### src/ppa_pkg.sv
// shared constants, types and helpers for the progressive pixel accumulator
// no dependencies; every other file imports this package
package ppa_pkg;

	localparam int PIXELS      = 1024;
	localparam int STORE_DEPTH = 4 * PIXELS;
	localparam int IDX_W       = 12;
	localparam int MEM_DEPTH   = (STORE_DEPTH < (1 << IDX_W)) ? STORE_DEPTH : (1 << IDX_W);
	localparam int ADDR_W      = $clog2(MEM_DEPTH);

	localparam int SAMPLE_W = 16;
	localparam int FRAC_W   = 16;
	localparam int ACC_W    = 32;
	localparam int INV_W    = 17;
	localparam int AGE_W    = 16;
	localparam int DIV_W    = AGE_W + 1;
	localparam int PROD_W   = ACC_W + INV_W;
	localparam int SCALE_W  = PROD_W - FRAC_W;
	localparam int CMP_W    = INV_W + 3;

	localparam int INV_AGE_RESET  = 65536;
	localparam int FIRST_PASS_LIM = 3 * 65536;
	localparam int ROUND_HALF     = 1 << (FRAC_W - 1);
	localparam int ERR_THRESHOLD  = 32;
	localparam int RES_BIAS       = 3;

	localparam int FIFO_DEPTH = 8;
	localparam int FIFO_AW    = $clog2(FIFO_DEPTH);
	localparam int OCC_W      = FIFO_AW + 1;
	localparam int STAGES     = 4;
	localparam int BUSY_W     = $clog2(STAGES + 1);

	typedef enum logic {
		REG_INV_AGE  = 1'b0,
		REG_PASS_AGE = 1'b1
	} cfg_reg_t;

	typedef struct packed {
		logic [ACC_W-1:0] accumulated;
		logic [ACC_W-1:0] residual;
		logic             residual_valid;
	} result_t;

	typedef struct packed {
		logic [BUSY_W-1:0] busy_cnt;
		logic              last_pend;
	} pipe_stat_t;

	typedef struct packed {
		logic             valid;
		logic             last;
		logic [ACC_W-1:0] acc;
		logic [ACC_W-1:0] total;
	} pipe_out_t;

	function automatic logic [ACC_W-1:0] sat_add32(input logic [ACC_W-1:0] a,
		input logic [ACC_W-1:0] b);
		logic [ACC_W:0] s;
		s = {1'b0, a} + {1'b0, b};
		return s[ACC_W] ? {ACC_W{1'b1}} : s[ACC_W-1:0];
	endfunction

endpackage

### src/ppa_pipe.sv
// read-modify-write pipeline: store update, error estimate, residual sum
// depends on ppa_pkg; drives the ports of ppa_store
module ppa_pipe import ppa_pkg::*; (
	input  logic                clk,
	input  logic                arst_n,
	input  logic                accept,
	input  logic [IDX_W-1:0]    entry_index,
	input  logic [SAMPLE_W-1:0] sample,
	input  logic                last,
	input  logic [INV_W-1:0]    inverse_age,
	output logic                rd_en,
	output logic [ADDR_W-1:0]   rd_addr,
	input  logic [ACC_W-1:0]    rd_data,
	output logic                wr_en,
	output logic [ADDR_W-1:0]   wr_addr,
	output logic [ACC_W-1:0]    wr_data,
	output pipe_out_t           res,
	output pipe_stat_t          stat
);

	logic in_range;

	// stage 1: read data back
	logic                v_s1, last_s1, inr_s1;
	logic [ADDR_W-1:0]   idx_s1;
	logic [SAMPLE_W-1:0] sample_s1;
	// stage 2: multiply
	logic                v_s2, last_s2, inr_s2, first_s2;
	logic [ACC_W-1:0]    acc_s2, err1_s2;
	logic [SAMPLE_W-1:0] sample_s2;
	// stage 3: error
	logic                v_s3, last_s3, inr_s3, first_s3;
	logic [ACC_W-1:0]    acc_s3, err1_s3;
	logic [SAMPLE_W-1:0] sample_s3;
	logic [PROD_W-1:0]   prod_s3;
	// stage 4: residual sum
	logic                v_s4, last_s4;
	logic [ACC_W-1:0]    acc_s4, err_s4;

	logic                fwd_v_q;
	logic [ADDR_W-1:0]   fwd_addr_q;
	logic [ACC_W-1:0]    fwd_data_q;
	logic [ACC_W-1:0]    resid_q;

	logic [ACC_W-1:0]    old, smp1, acc1, err1;
	logic [CMP_W-1:0]    inv_x5;
	logic                first;
	logic [PROD_W-1:0]   rounded;
	logic [SCALE_W-1:0]  scaled, smp3, err2;
	logic [ACC_W-1:0]    err2c, err;
	logic                hit;
	logic [ACC_W-1:0]    sum_next;

	assign in_range = int'(entry_index) < STORE_DEPTH;
	assign rd_en    = accept & in_range;
	assign rd_addr  = entry_index[ADDR_W-1:0];

	// the previous item's write lands on the same edge as this item's read
	assign old    = (fwd_v_q && fwd_addr_q == idx_s1) ? fwd_data_q : rd_data;
	assign smp1   = ACC_W'(sample_s1);
	assign inv_x5 = {3'b0, inverse_age} + {1'b0, inverse_age, 2'b0};
	assign first  = inv_x5 > CMP_W'(FIRST_PASS_LIM);
	assign err1   = (old > smp1) ? old - smp1 : smp1 - old;

	always_comb begin
		if (!inr_s1)
			acc1 = '0;
		else if (first)
			acc1 = smp1;
		else
			acc1 = sat_add32(old, smp1);
	end

	assign wr_en   = v_s1 & inr_s1;
	assign wr_addr = idx_s1;
	assign wr_data = acc1;

	assign rounded = prod_s3 + PROD_W'(ROUND_HALF);
	assign scaled  = rounded[PROD_W-1:FRAC_W];
	assign smp3    = SCALE_W'(sample_s3);
	assign err2    = (scaled > smp3) ? scaled - smp3 : smp3 - scaled;
	assign err2c   = (|err2[SCALE_W-1:ACC_W]) ? {ACC_W{1'b1}} : err2[ACC_W-1:0];
	assign err     = first_s3 ? err1_s3 : err2c;
	assign hit     = inr_s3 && (err > ACC_W'(ERR_THRESHOLD));

	assign sum_next = sat_add32(resid_q, err_s4);

	always_ff @(posedge clk or negedge arst_n) begin
		if (!arst_n) begin
			v_s1    <= 1'b0;
			v_s2    <= 1'b0;
			v_s3    <= 1'b0;
			v_s4    <= 1'b0;
			fwd_v_q <= 1'b0;
			resid_q <= '0;
		end else begin
			v_s1 <= accept;
			v_s2 <= v_s1;
			v_s3 <= v_s2;
			v_s4 <= v_s3;
			if (wr_en)
				fwd_v_q <= 1'b1;
			if (v_s4)
				resid_q <= last_s4 ? '0 : sum_next;
		end
	end

	always_ff @(posedge clk) begin
		idx_s1    <= entry_index[ADDR_W-1:0];
		sample_s1 <= sample;
		last_s1   <= last;
		inr_s1    <= in_range;

		last_s2   <= last_s1;
		inr_s2    <= inr_s1;
		first_s2  <= first;
		acc_s2    <= acc1;
		err1_s2   <= err1;
		sample_s2 <= sample_s1;

		last_s3   <= last_s2;
		inr_s3    <= inr_s2;
		first_s3  <= first_s2;
		acc_s3    <= acc_s2;
		err1_s3   <= err1_s2;
		sample_s3 <= sample_s2;
		prod_s3   <= PROD_W'(acc_s2) * PROD_W'(inverse_age);

		last_s4   <= last_s3;
		acc_s4    <= acc_s3;
		err_s4    <= hit ? err : '0;

		if (wr_en) begin
			fwd_addr_q <= idx_s1;
			fwd_data_q <= acc1;
		end
	end

	assign res.valid = v_s4;
	assign res.last  = last_s4;
	assign res.acc   = acc_s4;
	assign res.total = sum_next;

	assign stat.busy_cnt = BUSY_W'(v_s1) + BUSY_W'(v_s2) + BUSY_W'(v_s3) + BUSY_W'(v_s4);
	assign stat.last_pend = (v_s1 & last_s1) | (v_s2 & last_s2) | (v_s3 & last_s3)
		| (v_s4 & last_s4);

endmodule

### config.mk
export PLATFORM = sky130hd
export DESIGN_NAME = ppa_pipe
export DESIGN_NICKNAME = d
export VERILOG_FILES = /design/src/ppa_pkg.sv /design/src/ppa_pipe.sv
export SDC_FILE = /design/constraint.sdc
export NUM_CORES = 2
export LEC_CHECK = 0
export ABC_AREA = 1
export BUFFER_PORTS_ARGS = -buffer_cell sky130_fd_sc_hd__buf_4
export CAP_MARGIN = 20
export CORE_MARGIN = 4
export CORE_UTILIZATION = 28
export CTS_CLUSTER_DIAMETER = 40
export DETAILED_ROUTE_END_ITERATION = 8
export SLEW_MARGIN = 10
export SYNTH_ARGS = -nofsm -noshare
export SYNTH_HDL_FRONTEND = slang
export SYNTH_SLANG_ARGS = --single-unit
### constraint.sdc
create_clock -name clk -period 7.1 [get_ports clk]
set_input_delay 0 -clock clk [delete_from_list [all_inputs] [get_ports clk]]
set_output_delay 0 -clock clk [all_outputs]
set_load 0.01 [all_outputs]
==> metrics.cfg <==
[run_status]
outcome=finished, final reports clean

[synth]
synth_area_leaders=fa_1 (24%), dfxtp_1 (16%), nand2_1 (13%)
yosys.area_share.simple_pct=21.1
synth_xor_area_share_pct=3.54
synthMuxAreaShare_pct=0
seq_area_frac_synth_pct=21.6
synth_top_family_by_area=adder cells
synth_edf_count=44
synth-seq-cells=373
synth_top_area_cell=fa_1
ys.flop_type=dfxtp_1
netlist_area_mm2=0.0374
avgSynthCellArea_um2=7.60
async_reset_ff_share_pct=9.92
synthCells=4919
synthDistinctLibCells=62
synth_fp_nets=5706
yosysTopAreaCellShare_pct=24.4
synth_compound_area_share_pct=7.65
synth_fa_ha_area_share_pct=32.8
ys_warn_count=0

[final_layout]
area_growth_syn_to_layout_pct=17.7
layout-drive-gt1-share_pct=9.88
final_common_cell=nand2_1
stdcell_area_mm2=0.0440
mostFrequentLayoutCells=nand2_1 (1,281), inv_1 (1,091), fa_1 (455), nor2_1 (306), dfxtp_1 (292)
final_cells=6948
nets=5914

[critical_path]
reg2reg_slack_ns=0.56
r2r_cells=22
path_class=reg -> reg
reg2reg_to=prod_s3[43]
end_kind=flop
cp.arrival_ns=7.08
r2r_start=acc_s2[8]
cp_max_fo=18
worstSetupStartpointType=flop
cp.required_ns=7.64

[clocking]
cts_root_buf=clkbuf_16
numClockSinks=373
clock_latency_ns=0.64
clk_pin_slew_worst_paths_ns=0.06
htree_levels=3
clk_path_buf_depth=3
cts-buffers-inserted=70
tritoncts=yes

[routing]
viasPerCell=4.59
vias=31900
drtPass1Iterations=6
drtIter0Drc=2576
wl_um=121000
antenna_left=0
wire_per_inst_um=17.4
drc_errors=0

[die]
dieArea_mm2=0.139
pin_count=209
core_mm2=0.132
die_w_um=373
die_h_um=373
rows=133
initial_core_util_pct=28.3

[worst_hold_path]
hold_end=sample_s1[1]
hold_start=sample[1]
min_path_cells=2
hold_class=in -> reg

[global_routing]
grt_pass1_vias=32400
grt_first_pass_wirelength_um=189000
antenna_found_initial=4
grt-ovfl-total=0
grt_max_degree=48
grtUsageTotal_pct=17.2

[sta]
tightest_slew_ns=1.04
setup_violations=0
final-max-slew-violation-count=0
skew_ns=0.0260
max_freq_mhz=153
min_period_over_period_pct=92.1
slew_headroom_pct=30.9
finalHoldViolations=0
final.min_clock_period_ns=6.54

[placement]
port_buffers=208
place_congestion=0.939
hpwl_um=96200
dpl-instance-area_mm2=0.0407
placed_cells=6742

[run]
drv_cap=0

-- layer usage --
layer / vias up / global-route usage, % / share of wire, %
met5: - / 0 / 0
met1: 15500 / 23.4 / 45
met2: 1080 / 27.4 / 45
met4: 0 / 5.54 / 3.3
met3: 180 / 3.37 / 7.3
li1: 15200 / - / -
-- area by class of cell --
class | instances | area (µm²)
diodes | 11 | 27.5
clock buffers | 83 | 1890
clock inverters | 44 | 657
fillers | 13900 | 88100
inverters | 1103 | 4150
multi-input cells | 3251 | 24400
flip-flops and latches | 373 | 8090
well taps | 1755 | 2200
repair buffers | 328 | 2660
-- worst max path at each step --
stage | depth (start not counted) | end | from | slack, ns
detailed placement | 22 | prod_s3[48] | acc_s2[8] | 0.68
global placement | 26 | fwd_data_q[2] | wr_addr[8] | 0.11
CTS | 30 | wr_data[11] | fwd_addr_q[11] | 0.36
global route | 29 | wr_data[14] | fwd_addr_q[11] | -0.005
floorplan | 24 | prod_s3[43] | acc_s2[7] | 1.37
finish | 22 | prod_s3[43] | acc_s2[8] | 0.56
-- cell families after synthesis --
group | after synthesis
buffers and inverters | 1295
AND/OR/NAND/NOR | 1894
adder cells (fa/ha/maj) | 706
flip-flops | 373
AO/OA/AOI/OAI | 500
XOR/XNOR | 151
-- synth_stat cells, types with 13 or more instances --
library cell  instances
a31oi_1              15
xnor2_1              38
o21ai_1              21
clkbuf_1            151
nor2_2               13
o21ai_0             161
a22o_1               22
fa_1                455
a21oi_1             202
buf_4                17
buf_2                16
nand4_1              41
nand2_2              20
nand2_1            1281
nor2_4               15
dfrtp_1              37
nor3_1               30
xor2_1              113
nand3_1             105
ha_1                251
inv_1              1092
nor2_1              309
or2_2                39
edfxtp_1             44
dfxtp_1             292
-- what timing repair did --
item,CTS,global route
hold endpoints to repair,74,0
setup endpoints to repair,0,19
resized for setup,0,6
hold buffers,63,0
buffers inserted,0,4
-- per-stage QoR --
| stage | hold WS (ns) | setup WS [ns] | util, % | setup TNS (ns) |
|---|---|---|---|---|
| floorplan | -0.296 | 1.37 | - | 0 |
| global placement | 0.0104 | 0.106 | 30.8 | 0 |
| detailed placement | 0.0126 | 0.676 | 30.8 | 0 |
| CTS | 0.00140 | 0.364 | 33.2 | 0 |
| global route | 0.00911 | -0.00453 | 33.3 | -0.00453 |
| finish | 0.0323 | 0.558 | 33.3 | 0 |
-- worst max-delay path, cell delays in order (launching register included) --
cell,delay [ns]
dfxtp_1,0.97
nand2_1,0.15
fa_1,0.53
inv_1,0.05
fa_1,0.52
fa_1,0.45
fa_1,0.52
fa_1,0.52
fa_1,0.49
ha_1,0.39
nand2_1,0.09
o21ai_0,0.38
inv_1,0.07
nand2_1,0.11
nand2_1,0.06
nand2_1,0.11
a21oi_1,0.13
o21ai_0,0.32
nand2_1,0.09
nand2_1,0.14
nand2_1,0.08
nand2_1,0.08
xor2_1,0.17
-- flip-flops by register name, summed over array words and instances, names as in the netlist, 12 cells and up --
register / cells
prod_s3: 34
acc_s2: 32
acc_s3: 32
acc_s4: 32
err1_s2: 32
err1_s3: 32
err_s4: 32
fwd_data_q: 32
resid_q: 32
sample_s1: 16
sample_s2: 16
sample_s3: 16
fwd_addr_q: 12
wr_addr: 12
Power is left out: the tool's default activity adds up to more than one toggle a clock period on the data nets, which glitch-free logic cannot reach.
