File: src/ppa_pkg.sv
// shared constants, types and helpers for the progressive pixel accumulator
// no dependencies; every other file imports this package
package ppa_pkg;

	localparam int PIXELS      = 1024;
	localparam int STORE_DEPTH = 4 * PIXELS;
	localparam int IDX_W       = 12;
	localparam int MEM_DEPTH   = (STORE_DEPTH < (1 << IDX_W)) ? STORE_DEPTH : (1 << IDX_W);
	localparam int ADDR_W      = $clog2(MEM_DEPTH);

	localparam int SAMPLE_W = 16;
	localparam int FRAC_W   = 16;
	localparam int ACC_W    = 32;
	localparam int INV_W    = 17;
	localparam int AGE_W    = 16;
	localparam int DIV_W    = AGE_W + 1;
	localparam int PROD_W   = ACC_W + INV_W;
	localparam int SCALE_W  = PROD_W - FRAC_W;
	localparam int CMP_W    = INV_W + 3;

	localparam int INV_AGE_RESET  = 65536;
	localparam int FIRST_PASS_LIM = 3 * 65536;
	localparam int ROUND_HALF     = 1 << (FRAC_W - 1);
	localparam int ERR_THRESHOLD  = 32;
	localparam int RES_BIAS       = 3;

	localparam int FIFO_DEPTH = 8;
	localparam int FIFO_AW    = $clog2(FIFO_DEPTH);
	localparam int OCC_W      = FIFO_AW + 1;
	localparam int STAGES     = 4;
	localparam int BUSY_W     = $clog2(STAGES + 1);

	typedef enum logic {
		REG_INV_AGE  = 1'b0,
		REG_PASS_AGE = 1'b1
	} cfg_reg_t;

	typedef struct packed {
		logic [ACC_W-1:0] accumulated;
		logic [ACC_W-1:0] residual;
		logic             residual_valid;
	} result_t;

	typedef struct packed {
		logic [BUSY_W-1:0] busy_cnt;
		logic              last_pend;
	} pipe_stat_t;

	typedef struct packed {
		logic             valid;
		logic             last;
		logic [ACC_W-1:0] acc;
		logic [ACC_W-1:0] total;
	} pipe_out_t;

	function automatic logic [ACC_W-1:0] sat_add32(input logic [ACC_W-1:0] a,
		input logic [ACC_W-1:0] b);
		logic [ACC_W:0] s;
		s = {1'b0, a} + {1'b0, b};
		return s[ACC_W] ? {ACC_W{1'b1}} : s[ACC_W-1:0];
	endfunction

endpackage

File: src/ppa_div.sv
// restoring divider for the residual, one quotient bit per cycle
// depends on ppa_pkg
module ppa_div import ppa_pkg::*; (
	input  logic             clk,
	input  logic             arst_n,
	input  logic             start,
	input  logic [ACC_W-1:0] dividend,
	input  logic [DIV_W-1:0] divisor,
	output logic             busy,
	output logic             done,
	output logic [ACC_W-1:0] quotient
);

	localparam int STEP_W = $clog2(ACC_W);

	logic              busy_q;
	logic              done_q;
	logic [STEP_W-1:0] step_q;
	logic [ACC_W-1:0]  quo_q;
	logic [DIV_W-1:0]  rem_q;
	logic [DIV_W-1:0]  dsr_q;

	logic [DIV_W:0] rem_sh;
	logic [DIV_W:0] diff;
	logic           ge;

	// remainder stays below divisor, so the shifted value is below twice the divisor
	assign rem_sh = {rem_q, quo_q[ACC_W-1]};
	assign ge     = rem_sh >= {1'b0, dsr_q};
	assign diff   = rem_sh - {1'b0, dsr_q};

	always_ff @(posedge clk or negedge arst_n) begin
		if (!arst_n) begin
			busy_q <= 1'b0;
			done_q <= 1'b0;
			step_q <= '0;
		end else begin
			done_q <= !start && busy_q && (step_q == STEP_W'(ACC_W - 1));
			if (start) begin
				busy_q <= 1'b1;
				step_q <= '0;
			end else if (busy_q) begin
				step_q <= step_q + 1'b1;
				if (step_q == STEP_W'(ACC_W - 1))
					busy_q <= 1'b0;
			end
		end
	end

	always_ff @(posedge clk) begin
		if (start) begin
			quo_q <= dividend;
			rem_q <= '0;
			dsr_q <= divisor;
		end else if (busy_q) begin
			rem_q <= ge ? diff[DIV_W-1:0] : rem_sh[DIV_W-1:0];
			quo_q <= {quo_q[ACC_W-2:0], ge};
		end
	end

	assign busy     = busy_q;
	assign done     = done_q;
	assign quotient = quo_q;

endmodule

File: config.mk
export PLATFORM = sky130hd
export DESIGN_NAME = ppa_div
export DESIGN_NICKNAME = d
export VERILOG_FILES = /design/src/ppa_pkg.sv /design/src/ppa_div.sv
export SDC_FILE = /design/constraint.sdc
export NUM_CORES = 1
export LEC_CHECK = 0
export ABC_AREA = 1
export BUFFER_PORTS_ARGS = -buffer_cell sky130_fd_sc_hd__buf_2
export CAP_MARGIN = 25
export CORE_MARGIN = 5
export CORE_UTILIZATION = 40
export DETAILED_ROUTE_END_ITERATION = 8
export PLACE_DENSITY = 0.71
export SYNTH_ARGS = -nofsm -noshare
export SYNTH_HDL_FRONTEND = slang
export SYNTH_SLANG_ARGS = --single-unit
File: constraint.sdc
create_clock -name clk -period 2 [get_ports clk]
set_clock_uncertainty 0.15 [all_clocks]
set_input_delay 0.3 -clock clk [delete_from_list [all_inputs] [get_ports clk]]
set_output_delay 0.3 -clock clk [all_outputs]
set_load 0.01 [all_outputs]
==> flow_summary.ini, run 1 <==
[status]
status = complete, but fails checks
violations = negative setup slack

[cts]
cts_buffer_depth = 2
path_clk_slew_ns = 0.08
cts-root-buf = clkbuf_8
clkLatencyLatePin_ns = 0.37
clock_sinks = 73
cts_buffers = 9
cts_tree = built
cts.htree.levels = 3

[yosys]
synth_largest_area_cell = edfxtp_1
syn_area_per_cell_sq_um = 7.947
yosys-top-cells-area = edfxtp_1, nand2_1, dfxtp_1
synth_edf_count = 49
ys_seq_elements = 73
syn_inst = 526
synth.top_cell.area_share = 0.3520
netlist_area_sq_mm = 0.004180
syn_nets = 598
synth_cell_types = 35
yosysWarningCount = 0
synthArstFlopShare = 0.09589
synth_top_flop_cell = edfxtp_1
yosysSeqAreaShare = 0.4753

[worst_setup_path]
cp_cell_sequence = inv_2 -> ha_4 -> inv_2 -> fa_2 -> nand3_2 -> nand3_2 -> nand2_4 -> nand2_2 -> buf_6 -> nand2_1 -> nand3_1 -> nand2_1
crit_type = reg -> reg
end_kind = flip-flop
required_ns = 2.16
critical_path.slowest_cell = edfxtp_1
cp_max_fo = 6
reg2reg_slack_ns = -0.03
critPathTopFamily = simple AND/OR/NAND/NOR gates
cp_slowest_stage_delay_ns = 0.40
cp-start-kind = flip-flop
critPathArrivalTime_ns = 2.19
path_buf_inv = 3

[sta]
timing.setup.tns_ns = -0.1900
tightest_slew_ns = 0.3485
period_minus_slack_ns = 2.033
maxSlewViolCount = 0
finalHoldViolCount = 0
max-slew-margin-rel = 0.7677
fin_crit_sh = 1.016
rsz0062_at_grt = yes
setup_ws_ns = -0.03297
setup_viol = 11
fmax_mhz = 491.9

[detailed_routing]
initialDrtViolationCount = 280
drc = 0
drtAntennaViolNets = 0
finalWirelength_mm = 10.48
viasPerCell = 4.742
wire_per_inst_microns = 13.04
num_vias = 3808
drtPass1Iterations = 5

[global_route]
overflow = 0
grt_pass1_wl_mm = 17.39
grt_max_degree = 34
grt_pass1_vias = 3730
grt_usage = 0.1691
antenna_found_initial = 0

[layout]
area_growth_pct = 33.82
mostFrequentLayoutCells = nand2_1, buf_2, inv_1
final_util = 0.5443
nFillCells = 983
final_common_cell = nand2_1
final_nets = 734
seq_area_sq_mm = 0.001987
drive_above_1_share = 0.2939
final_cells = 803
multi_input_area_sq_mm = 0.002009
num_antenna_cells = 0

[floorplanning]
core_sq_mm = 0.01028
start_util = 0.4067
die_y_microns = 112.2
num_rows = 37
io_pins = 86
die_x_microns = 112.2
die-area_sq_mm = 0.01260

[placement]
dp_hpwl_mm = 7.730
dp.cells = 765
place.gp.congestion = 0.9549
port_buffers = 85

[power]
power_density_mw_per_mm2 = 1065
p_leak_nw = 2.877
power_mw = 5.956
vdd_drop_max_mv = 0.6279

[run]
cap_violations = 0

[hold_path]
hp-class = in -> reg
==> worst register-to-register path, cell delays in order (launching register included) <==
cell and delay, ns:
edfxtp_1 0.40, inv_2 0.09, ha_4 0.12, inv_2 0.04
fa_2 0.36, nand3_2 0.09, nand3_2 0.10, nand2_4 0.12
nand2_2 0.09, buf_6 0.15, nand2_1 0.08, nand3_1 0.10
nand2_1 0.08
==> cell families (layout without fill, tap and decap cells) <==
family | Yosys count | in the layout | share of synthesized area
compound gates | 34 | 34 | 0.04550
xor+xnor | 8 | 8 | 0.01676
fa+ha+maj | 20 | 20 | 0.06166
buf+inv | 90 | 231 | 0.09188
flops | 73 | 73 | 0.4753
simple gates | 301 | 301 | 0.3089
==> path summary, 6_finish.rpt <==
| path | startpoint | endpoint | cells after the start |
|---|---|---|---|
| worst min register to register | rem_q[15] | rem_q[15] | 2 |
| worst min-delay path | dividend[1] | quotient[1] | 3 |
| worst max-delay path | quotient[31] | rem_q[10] | 12 |
| min in group asynchronous | arst_n | step_q[0] | 2 |
| max in group asynchronous | arst_n | done | 2 |
| worst max register to register | quotient[31] | rem_q[10] | 12 |
==> per-stage QoR <==
stage	setup slack (ns)	hold WS (ns)	instance area [sq um]
finish	-0.03297	0.05150	5594
global route	-0.1700	0.04318	5594
CTS	-0.01321	0.03456	5456
detailed placement	-0.1011	-0.005979	4975
global placement	-0.06824	-0.008084	4975
floorplan	-0.06013	-0.1456	4210
==> repair_timing <==
item / in CTS / in global routing
hold buffers: 18 / 0
endpoints found under the hold margin: 24 / 0
buffers inserted: 2 / 2
setup endpoints to repair: 18 / 18
pin swaps: 4 / 8
resized for setup: 18 / 22
==> sequential cells by signal, summed over array words and instances (netlist names) <==
register and cells:
busy 1, done 1, dsr_q 17, quotient 32, rem_q 17, step_q 5
==> routing by layer <==
layer  part of all wire  vias up  routed length [microns]  global-route usage
met1               0.43     1744                     4485              0.2108
met2               0.50      102                     5275              0.2833
met4              0.024        0                      249             0.06891
li1                   -     1939                        -                   -
met5                  0        -                        0                   0
met3              0.044       23                      465             0.03881
==> power breakdown <==
group          total [mW]  switching (mW)  internal [mW]
clock network        1.19           0.576          0.612
logic                2.76            1.53           1.23
registers            2.01           0.158           1.85
total                5.96            2.26           3.69
==> Yosys cell counts, types with 2 or more instances <==
master    count
nand3_1      37
nand3b_1      2
and2_1        3
nor2_1       21
buf_6         3
dfrtp_1       7
dfxtp_1      17
inv_1        73
o21ai_2       2
edfxtp_1     49
nand3b_2      3
ha_1         19
buf_4         2
nand3_2       7
a31oi_1       2
nand4_1       2
nand2_1     213
xnor2_1       8
o21ai_1       2
nand2_2       4
nor2_2        4
a21oi_1      14
nor3_1        3
o21ai_0      10
clkbuf_1      9
==> area by class of cell <==
cell class / instances / share of cell area
well taps: 136 / 0.03042
clock buffers: 10 / 0.02460
inverters: 74 / 0.04965
clock inverters: 6 / 0.01163
multi-input cells: 363 / 0.3592
flip-flops and latches: 73 / 0.3552
repair buffers: 141 / 0.1693
Note: power is estimated with default switching activity, not from simulation.
==> run 2, diff against run 1 <==
--- a/config.mk
+++ b/config.mk
@@ -10,7 +10,9 @@
 export CAP_MARGIN = 25
 export CORE_MARGIN = 5
 export CORE_UTILIZATION = 40
+export CTS_CLUSTER_DIAMETER = 80
 export DETAILED_ROUTE_END_ITERATION = 8
+export HOLD_SLACK_MARGIN = 0.15
 export PLACE_DENSITY = 0.71
 export SYNTH_ARGS = -nofsm -noshare
 export SYNTH_HDL_FRONTEND = slang
==> run 2 against run 1 <==
The flow still finishes with violations (negative setup slack). Worst hold slack improved by 0.11 ns. Via count increased by 5.2%. Non-clock buffer count increased by 33. Design area increased by 5.9%. Sequential share of layout area decreased by 2.0 points. Clock power about the same. Flip-flop and latch count unchanged. First-iteration DRC count increased by 16%. Cell count increased by 4.1%. Critical path depth unchanged. Global-route usage increased by 1.1 points. Largest cell class unchanged. Largest power group unchanged.
==> flow_summary.ini, run 2 (same netlist as run 1, synthesis figures left out) <==
[detailed_routing]
num_vias = 4007
initialDrtViolationCount = 326
drc = 0
viasPerCell = 4.793
drtPass1Iterations = 5
finalWirelength_mm = 11.19
drtAntennaViolNets = 0
wire_per_inst_microns = 13.39

[cts]
clock_sinks = 73
path_clk_slew_ns = 0.08
cts.htree.levels = 3
cts_buffer_depth = 2
cts_buffers = 9
cts_tree = built
cts-root-buf = clkbuf_8
clkLatencyLatePin_ns = 0.37

[sta]
setup_ws_ns = -0.03321
tightest_slew_ns = 0.3307
setup_viol = 11
fin_crit_sh = 1.017
fmax_mhz = 491.8
period_minus_slack_ns = 2.033
max-slew-margin-rel = 0.7788
maxSlewViolCount = 0
rsz0062_at_grt = yes
whs_ns = 0.1566
finalHoldViolCount = 0
timing.setup.tns_ns = -0.1987

[power]
power_density_mw_per_mm2 = 1018
p_leak_nw = 3.015
vdd_drop_max_mv = 0.6317

[hold_path]
hp-class = in -> reg

[layout]
largest_reg_flops = 32
nFillCells = 922
drive_above_1_share = 0.2800
final_nets = 767
num_antenna_cells = 0
mostFrequentLayoutCells = nand2_1, buf_2, inv_1
final_cells = 836
final_common_cell = nand2_1
area_growth_pct = 41.72

[placement]
place_ws_ns = -0.1011
port_buffers = 85
place.gp.congestion = 0.9549
dp.cells = 765
dp_hpwl_mm = 7.730

[worst_setup_path]
critPathArrivalTime_ns = 2.20
required_ns = 2.16
cp_max_fo = 6
cp-start-kind = flip-flop
end_kind = flip-flop
crit_type = reg -> reg

[global_route]
grt_pass1_vias = 3919
grt_pass1_wl_mm = 18.44
antenna_found_initial = 0
grt_usage = 0.1797
overflow = 0
grt_max_degree = 34

[floorplanning]
die_y_microns = 112.2
io_pins = 86
num_rows = 37
core_sq_mm = 0.01028
start_util = 0.4067
die-area_sq_mm = 0.01260
die_x_microns = 112.2

[run]
cap_violations = 0

[status]
violations = negative setup slack
status = complete, but fails checks
run 2: cell types whose count changed in the layout (fill, tap and decap cells not counted):
cell,change
dlygate4sd3_1,+33
run 2: through the flow:
stage | utilization | power [mW] | instance area (sq um)
after global placement | 0.4841 | 4.347 | 4975
after floorplan | - | 3.709 | 4210
after global routing | 0.5765 | 6.475 | 5924
after CTS | 0.5631 | 5.837 | 5787
final | 0.5765 | 6.033 | 5924
after detailed placement | 0.4841 | 4.419 | 4975
run 2: where the power goes:
part / switching, mW / total (mW) / internal [mW]
clock network: 0.582 / 1.19 / 0.611
logic: 1.55 / 2.83 / 1.27
registers: 0.162 / 2.01 / 1.85
run 2: critical path, cell delays in order (launching register included):
cell and delay (ns):
edfxtp_1 0.40, inv_2 0.09, ha_4 0.12, inv_2 0.04, fa_2 0.36, nand3_2 0.09, nand3_2 0.10, nand2_4 0.12
nand2_2 0.09, buf_6 0.15, nand2_1 0.08, nand3_1 0.10, nand2_1 0.08
run 2: path summary, 6_finish.rpt:
kind                            slack (ns)          from  cells after the start     endpoint
worst max-delay path                 -0.03  quotient[31]                     12    rem_q[10]
max in group asynchronous             0.74        arst_n                      3         done
worst max register to register       -0.03  quotient[31]                     12    rem_q[10]
worst min register to register        0.33     rem_q[15]                      2    rem_q[15]
min in group asynchronous             0.72        arst_n                      3    step_q[0]
worst min-delay path                  0.16   dividend[0]                      3  quotient[0]
run 2: repair_timing:
item,in CTS,in global routing
endpoints found under the setup margin,18,18
hold buffers,51,0
pin swaps,4,8
buffers inserted,2,2
hold endpoints to repair,56,0
resized for setup,18,22
run 2: layer usage:
layer	up-vias	track usage	wire length (microns)
li1	2006	-	-
met1	1848	0.2205	4680
met2	127	0.3095	5717
met3	26	0.03666	516
met4	0	0.07131	276
met5	-	0	0
run 2: area by class of cell:
cell class	count	area, sq um	share of cell area
clock inverter	6	65.06	0.01098
tap	136	170.2	0.02872
timing repair buffer	174	1277	0.2156
clock buffer	10	137.6	0.02323
sequential	73	1987	0.3354
inverter	74	277.8	0.04688
multi-input combinational	363	2009	0.3392
